### src/rtl/wbc_pkg.sv
// wbc_pkg: shared types and constants of the witness ball classifier.
// Used by witness_ball_classifier_top, wbc_front and wbc_back; depends on nothing.
`default_nettype none

package wbc_pkg;

    localparam int CFG_W      = 32;  // widest configuration register
    localparam int CFG_IDX_W  = 2;
    localparam int MAX_REPORT = 8;   // count results are limited to eight classes
    localparam int CNT_W      = 7;
    localparam int RUN_LEN_W  = 4;   // holds 0..MAX_REPORT
    localparam logic [CNT_W-1:0] CNT_MAX = '1;

    // register indexes of the configuration port
    typedef enum logic [CFG_IDX_W-1:0] {
        CFG_MAX_RATIO      = 2'd0,
        CFG_REPORT_DOUBLES = 2'd1,
        CFG_CLASSES_IN_USE = 2'd2
    } cfg_reg_t;

    // input word functions
    typedef enum logic {
        FUNC_LOAD = 1'b0,
        FUNC_DIST = 1'b1
    } func_t;

    typedef struct packed {
        logic        func;
        logic [5:0]  witness_index;
        logic [31:0] radius;
        logic [2:0]  witness_class;
        logic [31:0] distance;
        logic        end_of_observation;
    } in_word_t;

    typedef struct packed {
        logic        call_made;
        logic [2:0]  call_class;
        logic [2:0]  count_class;
        logic [6:0]  overlap_count;
        logic        is_count;
        logic        last_of_run;
    } out_word_t;

    // one finished observation, handed from the front to the back
    typedef struct packed {
        logic                               made;
        logic [2:0]                         call_class;
        logic                               have_best;
        logic [2:0]                         best_class;
        logic [RUN_LEN_W-1:0]               run_len;
        logic [MAX_REPORT-1:0][CNT_W-1:0]   counts;
    } run_t;

endpackage

`default_nettype wire

### src/rtl/wbc_back.sv
// wbc_back: turns each queued run into its call word and count words, one per
// cycle while m_ready is high, through a registered output. Depends on wbc_pkg.
`default_nettype none

module wbc_back (
    input  wire logic          aclk,
    input  wire logic          aresetn,
    input  wire logic          q_valid,
    input  wire wbc_pkg::run_t q_data,
    output logic               q_pop,
    output logic               m_valid,
    output wbc_pkg::out_word_t m_data,
    input  wire logic          m_ready
);

    logic [wbc_pkg::RUN_LEN_W-1:0] step_reg, step_next;
    logic                          m_valid_reg, m_valid_next;
    wbc_pkg::out_word_t            m_data_reg, word;
    logic                          load, done;
    logic [2:0]                    k;

    assign load    = q_valid && (!m_valid_reg || m_ready);
    assign done    = (step_reg == q_data.run_len);
    assign q_pop   = load && done;
    assign k       = 3'(step_reg - 1'b1);
    assign m_valid = m_valid_reg;
    assign m_data  = m_data_reg;

    always_comb begin
        word             = '0;
        word.call_made   = q_data.made;
        word.call_class  = q_data.call_class;
        word.last_of_run = done;
        if (step_reg != '0) begin
            word.is_count      = 1'b1;
            word.count_class   = k;
            word.overlap_count = (q_data.have_best && (q_data.best_class == k))
                                 ? '0 : q_data.counts[k];
        end
    end

    always_comb begin
        step_next    = step_reg;
        m_valid_next = m_valid_reg;
        if (load) begin
            m_valid_next = 1'b1;
            step_next    = done ? '0 : step_reg + 1'b1;
        end else if (m_ready) begin
            m_valid_next = 1'b0;
        end
    end

    always_ff @(posedge aclk) begin
        if (!aresetn) begin
            step_reg    <= '0;
            m_valid_reg <= 1'b0;
        end else begin
            step_reg    <= step_next;
            m_valid_reg <= m_valid_next;
        end
    end

    always_ff @(posedge aclk) begin
        if (load) begin
            m_data_reg <= word;
        end
    end

endmodule

`default_nettype wire
### config.mk
export PLATFORM = sky130hd
export DESIGN_NAME = wbc_back
export DESIGN_NICKNAME = d
export VERILOG_FILES = /design/src/rtl/wbc_pkg.sv /design/src/rtl/wbc_back.sv
export SDC_FILE = /design/constraint.sdc
export NUM_CORES = 1
export LEC_CHECK = 0
export BUFFER_PORTS_ARGS = -buffer_cell sky130_fd_sc_hd__buf_2
export CAP_MARGIN = 0
export CORE_UTILIZATION = 41
export DETAILED_ROUTE_END_ITERATION = 8
export GPL_TIMING_DRIVEN = 0
export PLACE_DENSITY = 0.86
export SLEW_MARGIN = 0
export SYNTH_ARGS = -nofsm -noshare
export SYNTH_HDL_FRONTEND = slang
export SYNTH_SLANG_ARGS = --single-unit
export TNS_END_PERCENT = 10
### constraint.sdc
create_clock -name aclk -period 3.2 [get_ports aclk]
set_input_delay 0.64 -clock aclk [delete_from_list [all_inputs] [get_ports aclk]]
set_output_delay 0.64 -clock aclk [all_outputs]
set_load 0.05 [all_outputs]
== After elaboration in Yosys (flattened, before gate mapping) ==
Cells that the tools add are included.

* Bits in registers: 21
* Output and inout bits: 18
* Input bits: 72

* Multiplexer cells: 6
* $add $sub $neg: 2
* $lt $le $gt $ge: 1
* Reduce and logical (&&, ||, !) cells: 8
* Bitwise gates (word level): 1
* Equal/unequal tests: 2

{| class="wikitable"
|+ Operators by type and width
! operator !! count
|-
| 7-bit binary-select mux with 3-bit select || 1
|-
| 7-bit two-way mux || 1
|-
| 4-bit by 1-bit adder with 4-bit output (second input constant) || 1
|-
| 4-bit == test || 1
|-
| 3-bit by 4-bit less-than comparator with 1-bit output (second input constant) || 1
|-
| 4-bit two-way mux || 1
|-
| 4-bit nonzero test || 1
|-
| 3-bit == test || 1
|-
| 1-bit logical AND || 3
|-
| 1-bit two-way mux || 3
|-
| 3-bit by 1-bit subtractor with 3-bit output (second input constant) || 1
|-
| 2-bit nonzero test || 1
|-
| 2-bit OR reduction || 1
|-
| 1-bit zero test || 1
|-
| 1-bit logical OR || 1
|-
| 1-bit inverter || 1
|}

== Longest topological paths before layout ==
* Word-level depth: 4
* Gate-level depth with buffers: 9

== Least setup slack after synthesis ==
Ideal clock, no wire load.

* Kind: input -> output
* From: input port q_data[58] (netlist bit)
* To: output port q_pop
* Path buffers: 0
* Slack: 0.902 ns
* Stages: 3
* Arrival time: 1.658 ns
* Data required time: 2.560 ns
* Path through: xnor2_1 > nand4_2 > nor2_1

* Cells in the longest elaborated chain, start to end: 2

{| class="wikitable"
|+ Ends and longest elaborated chain
! what !! RTL line !! text
|-
| from (decl) || wbc_back.sv:9 || <nowiki>input wire wbc_pkg::run_t q_data,</nowiki>
|-
| 4-bit == test || wbc_back.sv:23 || <nowiki>assign done = (step_reg == q_data.run_len);</nowiki>
|-
| 1-bit logical AND || wbc_back.sv:24 || <nowiki>assign q_pop = load && done;</nowiki>
|-
| to (decl) || wbc_back.sv:10 || <nowiki>output logic q_pop,</nowiki>
|}

Every way passes these cells.

== Worst setup path after layout ==
* From: register step_reg[0] (netlist bit)
* To: register m_data_reg, in the netlist m_data[7], data pin

* Cells in the longest elaborated chain, start to end: 4
* Elaborated cells on any way between the ends: 8

{| class="wikitable"
|+ Ends and longest elaborated chain
! what !! RTL line !! text
|-
| from (decl) || wbc_back.sv:16 || <nowiki>logic [wbc_pkg::RUN_LEN_W-1:0] step_reg, step_next;</nowiki>
|-
| from (signal assigned) || wbc_back.sv:58 || <nowiki>step_reg <= step_next;</nowiki>
|-
| 3-bit by 1-bit subtractor with 3-bit output (*) || wbc_back.sv:25 || <nowiki>assign k = 3'(step_reg - 1'b1);</nowiki>
|-
| net k[0] || wbc_back.sv:20 || <nowiki>logic [2:0] k;</nowiki>
|-
| branches (longest 3 deep; another with 7-bit binary-select mux with 3-bit select) || -- ||
|-
| to (signal assigned) || wbc_back.sv:65 || <nowiki>m_data_reg <= word;</nowiki>
|-
| to (decl) || wbc_back.sv:18 || <nowiki>wbc_pkg::out_word_t m_data_reg, word;</nowiki>
|}

Mark *: on every way through the listed nets, which the timed path passes. The select of a mux whose other input is x is not followed.
A chain may end at the register's enable or synchronous reset.

==> impl_metrics.yaml <==
flow_run:
  maxCapViolations: 0
worst_setup_path:
  critPathMaxFanout: 10
  critical_path.top_delay_family: "compound AO/OA/AOI/OAI gates"
  path_cells: "buf_6 > buf_4 > inv_1 > ha_1 > buf_2 > xor2_1 > nand3_1 > o21ai_0 > o21ai_0"
  critical_path.max_stage_delay_ps: 530
  setup.worst_path.class: "reg2reg"
  critPathBufInv: 4
  worstPathArrival_ps: 2750
  crit_path_end_kind: "flop"
  slowest_stage: "o21ai_0"
  crit_required_ps: 3230
  cpMostUsedCell: "o21ai_0"
  worstSetupStartpointType: "flop"
logic_synthesis:
  synth_ff_type: "edfxtp_1"
  synth_edf_count: 16
  syn_avg_cell_area_sq_um: 12.04
  synth_cell_types: 25
  synth_seq_cells: 21
  syn_area_sq_um: 1289
  syn_nets: 181
  async_flop_share_pct: 0
  yosysWarnings: 0
  synth_cells: 107
  yosysSeqAreaShare_pct: 45.05
sta:
  min_period_over_period_pct: 85.07
  skew_ps: 9.118
  worst_pin_slew_ps: 684.3
  drv_slew: 0
  finalSetupTns_ps: 0
  fin_ws_ps: 477.7
  fin_crit_ps: 2722
  hold_viol_final: 0
  max_freq_mhz: 367.3
  rsz0062_at_grt: "no"
  setup_viol_count_final: 0
  slew_headroom_pct: 54.33
routing:
  drc_errors: 8
  drtIter0Drc: 74
  vias: 1247
  dr.pass1.iters: 9
  drt-wirelength-per-cell_um: 14.17
  wirelength_mm: 3.430
  ant_nets: 0
  viasPerCell: 5.153
grt:
  top_usage_layer: "met2"
  grt_max_degree: 20
  grtUsageMet2_pct: 35.30
  antenna_found_initial: 0
  grt_usage_pct: 20.84
  grt_pass1_vias: 1165
  grt.overflow.total: 0
  grt_first_pass_wirelength_mm: 5.195
  use_met1_pct: 24.85
  use_met3_pct: 4.464
clock_tree:
  post-cts-setup-buffers: 0
  clk_path_buf_depth: 2
  cts_buffers: 3
  cts.sinks: 21
  postCtsHoldBufs: 0
  tritoncts: "yes"
  htree_levels: 1
  cts.repair.resized: 0
  cts.clk_slew.worst_paths_ps: 120
  root_buffer: "clkbuf_4"
  clock_latency_ps: 310
outcome:
  violations: "design-rule violations"
  outcome: "finished with violations"
die:
  pin_count: 90
  die_y_um: 58.07
  start_util_pct: 44.80
  num_rows: 19
  core_area_sq_um: 2877
  die_w_um: 58.07
  die_area_sq_um: 3372
placement:
  place_ws_ps: 478.6
  place_congestion: 0.8092
  dp_hpwl_mm: 2.795
  placed_cells: 238
  portBuffers: 89
final_layout:
  final-seq-area_sq_um: 580.6
  fillCellCount: 243
  nNetsFinal: 275
  largest_reg_flops: 16
  layout-drive-gt1-share_pct: 57.00
  syn_to_final_growth_pct: 40.78
  multi_input_area_sq_um: 641.9
  fin_cells: 242
  antenna_cells: 0
power:
  ir_drop_uv: 171.8
  power.density_nw_per_um2: 417.3
  p_leak_uw: 0.0008192
  finalPower_uw: 757.1
worst_hold_path:
  worst_hold_path_type: "reg2reg"
[cell type report]
class,count,area share (%)
clock buffers,3,1.241
clock inverters,1,0.2759
repair buffers,89,24.55
multi-input cells,72,35.38
plain buffers,4,1.586
well taps,42,2.897
flip-flops and latches,21,32.00
inverters,10,2.069
[worst reg2reg max path, delay by kind of cell, from the launching register on]
kind	cells	cell delay, ps
and+or+nand+nor	1	90
adders and majority gates	1	270
buffers and inverters	4	720
xor gates and xnor gates	1	200
DFF	1	420
AOI/OAI and AO/OA	2	740
[layout by cell type (no fill, tap or decap)]
cell / netlist / layout
clkinv_1: 1 / 1
clkinv_2: 0 / 1
inv_2: 1 / 1
a21oi_1: 3 / 3
dfxtp_1: 5 / 5
a41oi_1: 1 / 1
mux4_2: 14 / 14
nand3_1: 6 / 6
ha_1: 2 / 2
nand4_2: 1 / 1
clkbuf_4: 0 / 3
xnor2_1: 4 / 4
or3_2: 1 / 1
inv_1: 8 / 8
nor2_1: 3 / 3
buf_6: 1 / 1
nand2b_1: 1 / 1
a31oi_1: 2 / 2
buf_4: 1 / 1
o21ai_0: 9 / 9
buf_2: 2 / 91
xor2_1: 3 / 3
nand2_1: 19 / 19
or4_1: 1 / 1
nand4_1: 1 / 1
and3_1: 1 / 1
edfxtp_1: 16 / 16
[stage by stage]
stage | util [%] | hold WS [ps] | instance area, sq um
after global routing | 63.07 | 488.2 | 1814
after global placement | 62.11 | 485.0 | 1787
after CTS | 63.07 | 506.8 | 1814
after floorplan | - | 485.0 | 1289
final | 63.07 | 504.0 | 1814
after detailed placement | 62.11 | 493.4 | 1787
[cells in the mapped netlist (2+ instances only)]
cell / n / area share, %
nand2_1: 19 / 5.5
ha_1: 2 / 1.9
mux4_2: 14 / 24
dfxtp_1: 5 / 7.8
edfxtp_1: 16 / 37
a31oi_1: 2 / 0.97
buf_2: 2 / 0.78
xnor2_1: 4 / 2.7
o21ai_0: 9 / 3.5
nor2_1: 3 / 0.87
xor2_1: 3 / 2.0
a21oi_1: 3 / 1.2
inv_1: 8 / 2.3
nand3_1: 6 / 2.3
[layer usage]
layer  up-vias  wire length, um
li1        593                -
met1       568             1245
met2        77             1731
met3         9              375
met4         0               78
met5         -                0
[power breakdown]
group          internal (uW)  switching [uW]  total, uW
Combinational            116             180        297
Sequential               325            8.70        334
Clock                   46.6            79.6        126
[cell families (layout without fill, tap and decap cells)]
kind of cell,after synthesis,count (layout),synth area share (%)
DFF,21,21,45.05
muxes,14,14,24.47
and+or+nand+nor,34,34,12.33
xor gates and xnor gates,7,7,4.757
buffers and inverters,14,107,5.145
AOI/OAI and AO/OA,15,15,6.310
adders and majority gates,2,2,1.941
[worst paths after layout]
kind / startpoint / endpoint / slack (ps) / depth (start not counted)
worst max-delay path: step_reg[0] / m_data[7] / 480 / 9
worst min-delay path: m_valid / m_valid / 500 / 2
worst max register to register: step_reg[0] / m_data[7] / 480 / 9
worst min register to register: m_valid / m_valid / 500 / 2
Note: power is estimated with default switching activity, not from simulation.
