<file path="config.mk">
export PLATFORM = sky130hd
export DESIGN_NAME = wbc_fifo
export DESIGN_NICKNAME = d
export VERILOG_FILES = /design/src/rtl/wbc_fifo.sv
export SDC_FILE = /design/constraint.sdc
export NUM_CORES = 1
export LEC_CHECK = 0
export BUFFER_PORTS_ARGS = -buffer_cell sky130_fd_sc_hd__buf_4
export CORE_ASPECT_RATIO = 0.7
export CORE_MARGIN = 2
export CORE_UTILIZATION = 50
export CTS_CLUSTER_DIAMETER = 120
export DETAILED_ROUTE_END_ITERATION = 16
export PLACE_DENSITY = 0.74
export SLEW_MARGIN = 20
export SYNTH_ARGS = -nofsm -noshare
export SYNTH_HDL_FRONTEND = slang
export SYNTH_SLANG_ARGS = --single-unit
</file>
<file path="constraint.sdc">
create_clock -name aclk -period 2.2 [get_ports aclk]
set_input_delay 0.33 -clock aclk [delete_from_list [all_inputs] [get_ports aclk]]
set_output_delay 0.33 -clock aclk [all_outputs]
set_load 0.05 [all_outputs]
</file>
<file path="src/rtl/wbc_fifo.sv">
// wbc_fifo: small register FIFO between the front and back halves.
// No dependencies.
`default_nettype none

module wbc_fifo #(
    parameter int WIDTH = 8,
    parameter int DEPTH = 4
) (
    input  wire logic             aclk,
    input  wire logic             aresetn,
    input  wire logic             push,
    input  wire logic [WIDTH-1:0] push_data,
    output logic                  push_ready,
    input  wire logic             pop,
    output logic                  pop_valid,
    output logic      [WIDTH-1:0] pop_data
);

    localparam int PW = (DEPTH > 1) ? $clog2(DEPTH) : 1;
    localparam int CW = $clog2(DEPTH + 1);

    logic [WIDTH-1:0] store_reg [DEPTH];
    logic [PW-1:0]    wptr_reg, wptr_next;
    logic [PW-1:0]    rptr_reg, rptr_next;
    logic [CW-1:0]    fill_reg, fill_next;
    logic             do_push, do_pop;

    assign push_ready = (fill_reg != CW'(DEPTH));
    assign pop_valid  = (fill_reg != '0);
    assign pop_data   = store_reg[rptr_reg];
    assign do_push    = push && push_ready;
    assign do_pop     = pop && pop_valid;

    always_comb begin
        wptr_next = wptr_reg;
        rptr_next = rptr_reg;
        fill_next = fill_reg;
        if (do_push) begin
            wptr_next = (wptr_reg == PW'(DEPTH - 1)) ? '0 : wptr_reg + 1'b1;
        end
        if (do_pop) begin
            rptr_next = (rptr_reg == PW'(DEPTH - 1)) ? '0 : rptr_reg + 1'b1;
        end
        if (do_push && !do_pop) begin
            fill_next = fill_reg + 1'b1;
        end else if (do_pop && !do_push) begin
            fill_next = fill_reg - 1'b1;
        end
    end

    always_ff @(posedge aclk) begin
        if (!aresetn) begin
            wptr_reg <= '0;
            rptr_reg <= '0;
            fill_reg <= '0;
        end else begin
            wptr_reg <= wptr_next;
            rptr_reg <= rptr_next;
            fill_reg <= fill_next;
        end
    end

    always_ff @(posedge aclk) begin
        if (do_push) begin
            store_reg[wptr_reg] <= push_data;
        end
    end

endmodule

`default_nettype wire

</file>
# Word level (Yosys, flattened, before mapping)
# Memories as Yosys holds them, arrays and structs flattened. A register that Yosys moved wholly into a read port is not among the register bits.
# Cells that the tools add are included.
# totals
rom_bits	0
regBits	7
mem_count	1
latch_bits	0
mem_bits_rw	32
word_cells	27
input_bits	12
output_inout_bits	10
# classes
n_reduce_logical	8
n_mul	0
n_eq_ne	3
n_bitwise	0
n_lt_le_gt_ge	0
n_mux	8
shift	0
add_sub_neg	4
div	0
# memory_table
memory	words	word_bits	rd	rd_ports_with_merged_regs	wr	line	rtl
store_reg	4	8	1	1	1	22	logic [WIDTH-1:0] store_reg [DEPTH];
# ops
op	n
$mux W2	4
$mux W3	2
$add A2 B1 Y2 const B	2
$eq A2 B2 Y1 const B	2
$logic_and A1 B1 Y1	4
$add A3 B1 Y3 const B	1
$ne A3 B3 Y1 const B	1
$reduce_bool A3 Y1	1
$sub A3 B1 Y3 const B	1
$logic_not A1 Y1	2
$mux W1	2
$reduce_bool A2 Y1	1

# Depth between registers and ports, before layout
# Gate-level depths: netlist of the first run.
# depth
ltp_word	6
mapped_depth	9
mapped_depth_nobuf	8

# Worst setup path after synthesis of the first run
# Ideal clock, no wire load.
# synth_timing
kind	register to register
start	reg fill_reg[0]
end	reg fill_reg[2]
t_arrival_ps	2299
setup_time_ps	76
setup_slack_ps	-175
synth_period_minus_slack_ps	2375
required_time_ps	2124
stages_incl_launch_ff	10
path_cell_list	dfxtp_1 or3b_1 clkbuf_2 and2_4 ha_1 inv_1 fa_1 xor2_1 or3_2 a21boi_0
# synth_via
elab_chain_len	5
word_cells_on_any_way	13
cone_classes	add/sub (2); eq/ne (1); mux (2); reduce/logical (8)
# synth_rtl
element	line	rtl
start: declaration	25	logic [CW-1:0] fill_reg, fill_next;
start signal: assignment	59	fill_reg <= fill_next;
$ne A3 B3 Y1 *	28	assign push_ready = (fill_reg != CW'(DEPTH));
named net push_ready	13	output logic push_ready,
$logic_and A1 B1 Y1 *	31	assign do_push = push && push_ready;
named net do_push	26	logic do_push, do_pop;
$logic_not A1 Y1	46	end else if (do_pop && !do_push) begin
$logic_and A1 B1 Y1	46	
$reduce_bool A2 Y1 (no line)	--	
# Mark *: on every way through the listed nets, which the timed path passes. The rest lies on a longest branch. The select of a mux whose other input is x is not followed.
# A chain may end at the register's enable or synchronous reset.

# Worst setup path after layout of the first run
# layout_timing
start	reg fill_reg[2]
end	reg fill_reg[2]
# layout_via
elab_chain_len	5
word_cells_on_any_way	13
cone_classes	add/sub (2); eq/ne (1); mux (2); reduce/logical (8)
# layout_rtl
element	line
$ne A3 B3 Y1 *	28
$logic_and A1 B1 Y1 *	31
named net do_push	26
$logic_not A1 Y1	46
$logic_and A1 B1 Y1	46
$reduce_bool A2 Y1 (no line)	--
# Marked as above.

==> results of run 1 <==
-- layer usage --
| metal | vias to the layer above | track usage | wire (um) |
|---|---|---|---|
| met3 | 6 | 0.0465 | 111 |
| met1 | 415 | 0.186 | 1120 |
| met4 | 0 | 0.113 | 54 |
| li1 | 407 | - | - |
| met2 | 15 | 0.258 | 1270 |
| met5 | - | 0 | 0 |
-- placed cells by master, fill, tap and decap left out, drive strengths merged, types with 2 or more instances in the layout --
cell | Yosys | routed
clkbuf | 2 | 7
nand3 | 2 | 2
nor2 | 2 | 2
dfxtp | 9 | 9
mux4 | 8 | 8
and2 | 2 | 2
o21ai | 4 | 4
buf | 2 | 25
nand2 | 5 | 5
edfxtp | 32 | 32
inv | 3 | 3
mux2i | 2 | 2
or3 | 2 | 2
and3 | 4 | 4
ha | 6 | 6
-- logic make-up (layout without fill, tap and decap cells) --
family	Yosys count	count (layout)
flops	41	41
simple gates	20	20
mux	10	10
fa+ha+maj	7	7
buf+inv	7	36
compound gates	6	6
xor+xnor	2	2
-- cell type report --
class	instances	area [um2]	share of cell area
inverters	3	11.3	0.00571
repair buffers	25	188	0.0952
clock buffers	7	86.3	0.0438
multi-input cells	45	482	0.244
flip-flops and latches	41	1150	0.583
clock inverters	1	7.51	0.00381
well taps	38	47.5	0.0241
-- where the power goes --
part / leakage, nW / internal, mW / switching (mW)
Sequential: 0.369 / 0.968 / 0.0897
Clock: 0.0445 / 0.255 / 0.242
Combinational: 0.306 / 0.399 / 0.555
-- critical path, stage by stage (launching register included) --
cell and delay, ns:
dfxtp_2 0.35, or3b_1 0.19, and2_4 0.16, ha_2 0.18, inv_1 0.05, fa_1 0.37, xor2_1 0.15, or3_2 0.40
a21boi_1 0.13
-- worst max-delay path by stage --
stage                                         from                        to  slack, ns  cells after the start
final                     fill_reg[2]$_SDFFE_PN0P_  fill_reg[2]$_SDFFE_PN0P_       0.13                      8
after global routing      fill_reg[2]$_SDFFE_PN0P_  fill_reg[2]$_SDFFE_PN0P_       0.02                      8
after CTS                 fill_reg[1]$_SDFFE_PN0P_  fill_reg[2]$_SDFFE_PN0P_       0.05                      8
after detailed placement  fill_reg[1]$_SDFFE_PN0P_  fill_reg[2]$_SDFFE_PN0P_      -0.04                      7
after global placement    fill_reg[1]$_SDFFE_PN0P_  fill_reg[2]$_SDFFE_PN0P_       0.14                      7
after floorplan           fill_reg[1]$_SDFFE_PN0P_  fill_reg[2]$_SDFFE_PN0P_      0.006                      9
-- through the flow --
stage               utilization  hold WS, ns  TNS [ns]
CTS                       0.625        0.228         0
finish                    0.631        0.237         0
detailed placement        0.593        0.499   -0.0428
global route              0.631        0.221         0
floorplan                     -        0.429         0
global placement          0.593        0.493         0
==> impl_results.md, run 1 <==
- First-pass GRT wire length: 4.06 mm
- Fin area: 1970 um2
- Crit path arrival time: 2.28 ns
- Clock tree buffer depth: 2
- HP Class: in -> reg
- Worst path required time: 2.42 ns
- Synth Area in Simple Gates: 0.0719
- Adder-Cell Fraction of Synth Area: 0.0581
- Max reg flops: 32
- Synth top area cells: edfxtp_1 (59%), dfxtp_1 (11%), mux4_2 (11%)
- Tot GR Track Use: 0.160
- Post-Syn Instances: 93
- Register area share after synthesis: 0.698
- Synth Area per Inst: 17.6 um2
- DIE AREA: 3750 um2
- IO Pins: 22
- DRT Pass-1 Iters: 4
- Leakage: 0.719 nW
- Clk_skew: 0.0108 ns
- CTS tree: built
- Hold-critical path depth: 1
- Hold_buf cts: 0
- Hold Violations, Final: 0
- DR vias: 843
- Clock sink count: 41
- Most frequent cells after synthesis: edfxtp_1 (32), dfxtp_1 (9), mux4_2 (8)
- CP Launch Type: register
- Root Driver: clkbuf_8
- Post-place instance area: 1850 um2
- Pin count of the biggest net entering global routing: 14
- # diodes: 0
- Antenna violations before repair: 0
- Post-CTS Setup Inserts: 0
- VDD IR-drop max: 653 uV
- Non-filler cells, final: 160
- Die X: 72.4 um
- Drc violations: 0
- Post-Route WL: 2.56 mm
- Largest family of logic cells by synthesized area: multiplexers
- Count leader, synth: edfxtp_1
- Hold EP: store_reg[3][3]$_DFFE_PP_
- Unrepaired setup endpoints after global routing: no
- Final slew viol count: 0
- Synth cell types: 26
- Worst slack, placed: -0.0428 ns
- R2R Setup Slk: 0.13 ns
- R2r startpoint: fill_reg[2]$_SDFFE_PN0P_
- Top cell type's share of synthesized area: 0.588
- Vias in the first global route: 859
- Crit path time final: 2.07 ns
- Worst setup margin: 0.134 ns
- Synth-to-Final Area Change: 20.6%
- Antenna-violating nets left: 0
- Port Buf Inserts: 21
- Critical Path End Type: register
- Post-synth ARST share: 0
- Congestion Overflow GR: 0
- Mux contribution to synthesized area: 0.122
- Cell Area, Synth: 1640 um2
- Setup-failing EPs final: 0
- Maximum fanout along the worst path: 5
- CTS Buf Count: 5
- Nets@finish: 140
- Synth area leader: edfxtp_1
- Synth Register Bits: 41
- Die height: 51.9 um
- Post-synth net total: 112
- Site Rows: 17
- Fill cells: 225
- Worst hold start: push_data[3]
- Max-cap viol count: 0
- Crit path kind: reg -> reg
- Fmax: 484 MHz
- Layout cells sized above 1: 0.426
- Reg2reg end: fill_reg[2]$_SDFFE_PN0P_
- Post_cts resized: 1
- Period utilisation layout: 0.939
- Post-DR wirelength/cell: 16.0 um
- Power density cells: 1270 nW/um2
- Tot Pwr: 2.51 mW
- Worst-margin pin slew: 0.401 ns
- Xor/xnor cell area share of the yosys netlist: 0.0107
- Routability cong.: 0.706
- Starting Density: 0.523
- Slew headroom: 0.733
- Clock latency on the worst-skew pair: 0.29 ns
- Number of H-tree levels: 2
- Detail Placement HPWL: 1.78 mm
- Core Footprint: 3130 um2
- Placed insts: 152
- Clk slew on worst S/H paths: 0.08 ns
- Synth Flop Type: edfxtp_1
- Post-synthesis compound-gate area fraction: 0.0214
- EDFF count, synth: 32
- Initial DRC count: 41
- R2R cell count: 8
- Status: finished clean
- Synth warn: 0
- Vias per std cell: 5.27
No activity file was read; power rests on OpenSTA's default activity.
==> inputs of run 2 (changes only) <==
--- a/config.mk
+++ b/config.mk
@@ -8,2 +8,3 @@
 export BUFFER_PORTS_ARGS = -buffer_cell sky130_fd_sc_hd__buf_4
+export CAP_MARGIN = 20
 export CORE_ASPECT_RATIO = 0.7
@@ -14,3 +15,2 @@
 export PLACE_DENSITY = 0.74
-export SLEW_MARGIN = 20
 export SYNTH_ARGS = -nofsm -noshare
==> constraint.sdc (replaced) <==
create_clock -name aclk -period 2.2 [get_ports aclk]
set_input_delay 0 -clock aclk [delete_from_list [all_inputs] [get_ports aclk]]
set_output_delay 0 -clock aclk [all_outputs]
set_load 0.05 [all_outputs]
==> run 2 against run 1 <==
- critical endpoint unchanged
- critical path depth unchanged
- cell count increased by 4.4%
- sequential power about the same
- largest cell class unchanged
- critical path type unchanged
- combinational power decreased by 3.5%
- highest routed layer unchanged
==> impl_results.md, run 2 (same netlist as run 1, synthesis figures left out) <==
- Status: finished clean
- Area of the multi-input gates: 482 um2
- Power density cells: 1210 nW/um2
- Starting Density: 0.523
- Core Footprint: 3130 um2
- HP Class: in -> reg
- Most common cell after layout, fill and taps aside: edfxtp_1
- Clock power share: 0.183
- Max-cap viol count: 0
- Initial DRC count: 24
- Nets@finish: 147
- Vias per std cell: 5.26
- Worst-margin pin slew: 0.570 ns
- DRT Pass-1 Iters: 4
- Layout cells sized above 1: 0.388
- Crit path arrival time: 2.29 ns
- Die height: 51.9 um
- Critical Path End Type: register
- Fmax: 482 MHz
- Pin count of the biggest net entering global routing: 13
- # diodes: 0
- CTS Buf Count: 5
- Port Buf Inserts: 21
- Clk_skew: 0.00685 ns
- CP Launch Type: register
- Crit path kind: reg -> reg
- Post-layout util: 0.651
- Combinational group share of total power: 0.375
- Register area: 1150 um2
- Fill cells: 219
- Hold Violations, Final: 0
- Site Rows: 17
- Clk slew on worst S/H paths: 0.07 ns
- Unrepaired setup endpoints after global routing: no
- Maximum fanout along the worst path: 5
- Post-Route WL: 2.58 mm
- Net Sw Frac: 0.358
- Synth-to-Final Area Change: 24.5%
- Clock latency on the worst-skew pair: 0.28 ns
- Final slew viol count: 0
- Min Hold Slack: 0.0303 ns
- Number of H-tree levels: 2
- Drc violations: 0
- Die X: 72.4 um
- Crit path time final: 2.08 ns
- DR vias: 878
- Root Driver: clkbuf_8
- Post-DR wirelength/cell: 15.4 um
- Vias in the first global route: 887
- CTS tree: built
- Setup Total Neg Slack: 0 ns
- Max reg flops: 32
- Worst slack, placed: 0.00912 ns
- Internal: 1.58 mW
- Congestion Overflow GR: 0
- Slew headroom: 0.619
- Leakage: 0.747 nW
- IO Pins: 22
- Worst path required time: 2.41 ns
- Worst setup margin: 0.124 ns
- Tot GR Track Use: 0.159
- Most frequent cells in the layout: edfxtp_1 (32), buf_4 (23), dlygate4sd3_1 (9), mux4_2 (8), dfxtp_1 (6)
- Routability cong.: 0.675
- Share of power burned in registers: 0.442
- Period utilisation layout: 0.944
- Antenna-violating nets left: 0
- DIE AREA: 3750 um2
- First-pass GRT wire length: 4.20 mm
- Clock tree buffer depth: 2
- Setup-failing EPs final: 0
- VDD IR-drop max: 618 uV
- Detail Placement HPWL: 1.76 mm
- Post-CTS Setup Inserts: 0
- Antenna violations before repair: 0
- Switching pwr: 0.881 mW
- Clock sink count: 41
[run 2: worst paths after layout]
path / start / endpoint / slack (ns) / cells after the start
worst max-delay path: fill_reg[2]$_SDFFE_PN0P_ / fill_reg[2]$_SDFFE_PN0P_ / 0.12 / 8
worst min-delay path: aresetn / fill_reg[0]$_SDFFE_PN0P_ / 0.03 / 2
worst max register to register: fill_reg[2]$_SDFFE_PN0P_ / fill_reg[2]$_SDFFE_PN0P_ / 0.12 / 8
worst min register to register: wptr_reg[1]$_SDFFE_PN0P_ / wptr_reg[1]$_SDFFE_PN0P_ / 0.50 / 2
[run 2: layout make-up]
cell class	instances	share of cell area
flip-flops and latches	41	0.565
multi-input cells	45	0.237
repair buffers	32	0.129
clock buffers	6	0.0356
well taps	38	0.0234
inverters	3	0.00553
clock inverters	2	0.00492
[run 2: metrics by stage]
step / instance area (um2) / total power, mW / instances
after floorplan: 1650 / 1.73 / 93
after global routing: 2040 / 2.59 / 167
after detailed placement: 1840 / 1.98 / 150
after global placement: 1840 / 1.95 / 150
after CTS: 2010 / 2.44 / 167
final: 2040 / 2.46 / 167
[run 2: power groups by stage]
| stage | Clock [mW] | Combinational, mW | Sequential (mW) |
|---|---|---|---|
| 4_1_cts | 0.465 | 0.916 | 1.06 |
| 6_report | 0.451 | 0.922 | 1.09 |
| 2_1_floorplan | 0 | 0.713 | 1.02 |
| 5_1_grt | 0.500 | 0.985 | 1.11 |
| 3_5_place_dp | 0 | 0.899 | 1.08 |
| 3_3_place_gp | 0 | 0.876 | 1.07 |
[run 2: layer usage]
layer	GRT usage	share of wire	vias up
met5	0	0	-
met4	0.0660	0.0062	0
met3	0.0465	0.051	4
met2	0.263	0.48	23
met1	0.198	0.47	428
li1	-	-	423
[run 2: critical path, cell delays in order (launching register included)]
cell      delay, ns
dfxtp_2        0.35
or3b_1         0.19
and2_4         0.16
ha_2           0.18
inv_1          0.05
fa_1           0.37
xor2_1         0.16
or3_2          0.40
a21boi_1       0.14
[run 2: what timing repair did]
action	in CTS	in global routing
setup endpoints to repair	0	1
gates resized for setup	0	8
endpoints found under the hold margin	33	0
hold buffers	9	0
